<file path="src/rtl/bbfh_pkg.sv">
// bbfh_pkg: shared types and constants for the band fingerprint hash block
// no dependencies
package bbfh_pkg;

    typedef struct packed {
        logic [31:0] band_energy;
        logic        new_clip;
    } bbfh_in_t;

    typedef struct packed {
        logic        kind;
        logic [31:0] hash_word;
        logic [4:0]  toggle_index;
        logic [31:0] min_energy;
        logic [31:0] max_energy;
        logic        last;
    } bbfh_out_t;

    localparam logic KIND_HASH   = 1'b0;
    localparam logic KIND_TOGGLE = 1'b1;

    typedef enum logic [2:0] {
        ST_IDLE,
        ST_DIFF,
        ST_SORT,
        ST_SWAP,
        ST_EMIT
    } bbfh_state_t;

endpackage

</file>
<file path="src/rtl/bbfh_front.sv">
// bbfh_front: accepts band energies, tracks clip min and max, stores the frame
// and hands a frame-done job to the back engine; depends on bbfh_pkg
module bbfh_front #(
    parameter int NUM_BANDS   = 33,
    parameter int ENERGY_BITS = 32
) (
    input  logic                          clk,
    input  logic                          rst_n,
    input  bbfh_pkg::bbfh_in_t            in_data,
    input  logic                          in_valid,
    output logic                          in_stall,
    output logic                          job_valid,
    input  logic                          job_stall,
    output logic [31:0]                   job_min,
    output logic [31:0]                   job_max,
    output logic                          job_first,
    output logic [NUM_BANDS*ENERGY_BITS-1:0] job_energies
);
    import bbfh_pkg::*;

    localparam int CW = $clog2(NUM_BANDS + 1);

    logic [CW-1:0]          cnt_reg;
    logic [ENERGY_BITS-1:0] min_reg, max_reg;
    logic                   first_reg;
    logic [ENERGY_BITS-1:0] en_reg [NUM_BANDS];
    logic                   hold_reg;
    logic [31:0]            jmin_reg, jmax_reg;
    logic                   jfirst_reg;
    logic [ENERGY_BITS-1:0] jen_reg [NUM_BANDS];

    logic                   acc;
    logic [ENERGY_BITS-1:0] e;
    logic [CW-1:0]          idx;
    logic [ENERGY_BITS-1:0] mn, mx;
    logic                   fst;

    assign in_stall = hold_reg;
    assign acc      = in_valid && !hold_reg;
    assign e        = ENERGY_BITS'(in_data.band_energy);

    always_comb
    begin
        idx = in_data.new_clip ? '0 : cnt_reg;
        mn  = in_data.new_clip ? '1 : min_reg;
        mx  = in_data.new_clip ? '0 : max_reg;
        fst = in_data.new_clip ? 1'b1 : first_reg;
        if (e < mn)
        begin
            mn = e;
        end
        if (e > mx)
        begin
            mx = e;
        end
    end

    always_ff @(posedge clk or negedge rst_n)
    begin
        if (!rst_n)
        begin
            cnt_reg   <= '0;
            min_reg   <= '1;
            max_reg   <= '0;
            first_reg <= 1'b1;
            hold_reg  <= 1'b0;
        end
        else
        begin
            if (hold_reg && !job_stall)
            begin
                hold_reg <= 1'b0;
            end
            if (acc)
            begin
                min_reg <= mn;
                max_reg <= mx;
                if (idx == CW'(NUM_BANDS - 1))
                begin
                    cnt_reg   <= '0;
                    first_reg <= 1'b0;
                    hold_reg  <= 1'b1;
                end
                else
                begin
                    cnt_reg   <= idx + 1'b1;
                    first_reg <= fst;
                end
            end
        end
    end

    always_ff @(posedge clk)
    begin
        if (acc)
        begin
            en_reg[idx[$clog2(NUM_BANDS)-1:0]] <= e;
            if (idx == CW'(NUM_BANDS - 1))
            begin
                jmin_reg   <= 32'(mn);
                jmax_reg   <= 32'(mx);
                jfirst_reg <= fst;
                for (int i = 0; i < NUM_BANDS - 1; i++)
                begin
                    jen_reg[i] <= en_reg[i];
                end
                jen_reg[NUM_BANDS-1] <= e;
            end
        end
    end

    always_comb
    begin
        for (int i = 0; i < NUM_BANDS; i++)
        begin
            job_energies[i*ENERGY_BITS +: ENERGY_BITS] = jen_reg[i];
        end
    end

    assign job_valid = hold_reg;
    assign job_min   = jmin_reg;
    assign job_max   = jmax_reg;
    assign job_first = jfirst_reg;

endmodule

</file>
<file path="config.mk">
export PLATFORM = sky130hd
export DESIGN_NAME = bbfh_front
export DESIGN_NICKNAME = d
export VERILOG_FILES = /design/src/rtl/bbfh_pkg.sv /design/src/rtl/bbfh_front.sv
export SDC_FILE = /design/constraint.sdc
export NUM_CORES = 1
export LEC_CHECK = 0
export ABC_AREA = 1
export BUFFER_PORTS_ARGS = -buffer_cell sky130_fd_sc_hd__buf_2
export CAP_MARGIN = 30
export CELL_PAD_IN_SITES_DETAIL_PLACEMENT = 0
export CELL_PAD_IN_SITES_GLOBAL_PLACEMENT = 1
export CORE_AREA = 4 4 450 452
export CTS_CLUSTER_DIAMETER = 100
export DETAILED_ROUTE_END_ITERATION = 16
export DIE_AREA = 0 0 454 456
export PLACE_DENSITY_LB_ADDON = 0.1
export SLEW_MARGIN = 0
export SYNTH_ARGS = -nofsm -noshare
export SYNTH_HDL_FRONTEND = slang
export SYNTH_SLANG_ARGS = --single-unit
export TNS_END_PERCENT = 50
</file>
<file path="constraint.sdc">
create_clock -name clk -period 67.7 [get_ports clk]
set_input_delay 13.54 -clock clk [delete_from_list [all_inputs] [get_ports clk]]
set_output_delay 13.54 -clock clk [all_outputs]
set_load 0.1 [all_outputs]
</file>
==> flow_summary_export.csv <==
group,metric,value,unit
yosys,synth_common_cells,"edfxtp_1, nand2_1, nand3_1",
final_layout,final_nets,4565,
floorplanning,die_w,454,um
power,p_per_area,31.9,mW/mm2
place,port_buffers,1159,
clocking,post_cts_resized,0,
worst_setup_path,reg2reg_from,"cnt_reg[0]",
sta,tightest_slew,1030,ps
final_layout,final_cells,7314,
final_layout,largest_reg_flops,1056,
worst_setup_path,cp.arrival,19040,ps
yosys,synth.distinct_cells,37,
sta,fmax,53.9,MHz
sta,setup_violations,0,
clocking,post_cts_buffers,0,
sta,fin_worst_skew,68.3,ps
min_path,worstHoldStart,"en_reg[13][27]",
floorplanning,die_h,456,um
floorplanning,initial_core_util,35.5,%
yosys,synth_edf_count,2145,
detailed_routing,num_vias,33708,
yosys,synth_area_leaders,"edfxtp_1, nand2_1, dfrtp_1",
worst_setup_path,crit_required,68170,ps
final_layout,utilization,44.0,%
clocking,cts_made_buffers,225,
yosys,synth_seq_area_share,93.9,%
worst_setup_path,rr_endpoint,"jen_reg[0][799]",
clocking,ctsLongestPathBuffers,3,
yosys,yosys.area.top_type_share,91.3,%
worst_setup_path,r2r_slack,61910,ps
worst_setup_path,timing_worst_setup_path_type,"in2reg",
detailed_routing,drt_iter0_drc,2908,
min_path,min_path_type,"reg2reg",
yosys,syn_area,0.0705,mm2
yosys,synth_nets,3131,
sta,fin_crit_sh,27.4,%
yosys,ys_async_sr_fraction,3.25,%
floorplanning,num_rows,164,
clocking,path_clk_slew,60,ps
detailed_routing,dr.pass1.iters,5,
clocking,clock_latency,870,ps
detailed_routing,wire_per_inst,30.7,um
sta,rsz0062_at_grt,"false",
clocking,htree_levels,4,
grt,grt_pass1_vias,32846,
clocking,cts.sinks,2217,
sta,finalHoldViolations,0,
floorplanning,ios,1160,
final_layout,syn_to_final_growth,24.1,%
place,dp_cells,6889,
power,irDropWorstVdd,0.0000243,V
clocking,hold_buffers,0,
detailed_routing,drtAntennaViolNets,0,
sta,fin_setup_tns,0,ps
floorplanning,die-area,0.207,mm2
min_path,hold_depth,0,
min_path,hold_end,"jen_reg[0][443]",
yosys,synth_top_area_cell,"edfxtp_1",
sta,maxSlewViolCount,0,
grt,grt_usage,21.2,%
yosys,synth_area_per_cell,23.3,um2
sta,finalWorstSetupSlack,49130,ps
sta,period_needed,18570,ps
clocking,root_buffer,"clkbuf_16",
clocking,cts_tree,"done",
final_layout,drive_gt1_share,34.9,%
yosys,synthCells,3029,
worst_setup_path,critPathCaptureType,"register",
yosys,ys_ff_latch,2217,
floorplanning,coreArea,0.199,mm2
detailed_routing,wirelength,224000,um
grt,grt_overflow,0,
detailed_routing,viasPerCell,4.61,
detailed_routing,drc,0,
worst_setup_path,worstRegToRegCells,12,
grt,grt_max_degree,156,
place,place_ws,48010,ps
grt,antenna_found_initial,23,
yosys,yosysWarnings,0,
worst_setup_path,worst-path-max-fanout,152,
yosys,synth_flop_cell,"edfxtp_1",
yosys,synth.most_common_cell,"edfxtp_1",
worst_setup_path,cp-start-kind,"input pin",
sta,relSlewSlack,31.7,%
power,p_leak,30.8,nW
place,routabilityCongestion,0.798,
place,dp_hpwl,149000,um
status,status,"finished clean",
job,cap_violations,0,
grt,grt_pass1_wl,298000,um
-- layout make-up --
type	instances	area, um2
Timing Repair Buffer	1248	6620
Tap cell	2656	3320
Multi-Input combinational cell	715	4050
Fill cell	17499	111000
Inverter	56	210
Clock buffer	289	5920
Sequential cell	2217	66300
Clock inverter	126	1150
Antenna cell	7	17.5
-- report_power, final --
part | total (mW) | internal [mW] | switching, mW
sequential | 1.52 | 1.51 | 0.00569
combinational | 0.0876 | 0.0226 | 0.0650
clock | 1.19 | 0.668 | 0.517
total | 2.79 | 2.21 | 0.588
-- worst max-delay path by stage --
stage / startpoint / endpoint
final: in_data[0] / jen_reg[0][799]
after global routing: in_data[0] / jen_reg[0][1050]
after CTS: in_data[0] / jen_reg[0][168]
after detailed placement: in_data[0] / jen_reg[0][838]
after global placement: in_data[0] / jen_reg[0][833]
after floorplan: in_data[0] / jen_reg[0][0]
-- logic make-up after synthesis --
kind of cell	Yosys count	share of synthesized area, %
flops	2217	93.9
compound gates	57	0.435
xor+xnor	2	0.0248
fa+ha+maj	65	1.15
simple gates	591	3.77
buf+inv	97	0.690
-- worst max-delay path: stages --
cell and delay [ps]:
buf_2 90, buf_4 440, nor2_1 190, inv_1 140, ha_1 150, nand4_1 300
nor2_4 160, buf_4 450, buf_16 300, buf_12 650, buf_4 840, buf_4 840
buf_12 580
-- metal layers --
layer  vias up  track usage (%)  wire length (um)
met1     17618             25.4             85300
li1      14650                -                 -
met5         -                0                13
met4         2             7.17              7850
met2      1148             38.6            120000
met3       290             3.64             11100
-- cell usage in the layout, fill, tap and decap left out, drive strengths merged --
cell type,n
inv,62
and2,64
a21oi,33
o211ai,1
nand4,6
a31oi,1
nand3,138
bufinv,13
diode,7
nor4,2
or2,2
nand2,285
o21a,5
xor2,1
clkinvlp,4
nor3,2
o22ai,4
edfxtp,2145
nand3b,1
nor2,90
buf,1247
dfstp,33
nor4b,1
xnor2,1
o21ai,13
clkbuf,290
clkinv,103
ha,65
dfrtp,39
-- per-stage QoR --
step | cell area (um2) | hold WS [ps] | total power, mW
2_1_floorplan | 70500 | 400 | 1.59
3_5_place_dp | 80400 | 405 | 1.64
5_1_grt | 87500 | 366 | 2.89
6_report | 87600 | 365 | 2.79
4_1_cts | 87500 | 357 | 2.83
3_3_place_gp | 80300 | 400 | 1.64
Power figures use the tool's default switching activity.
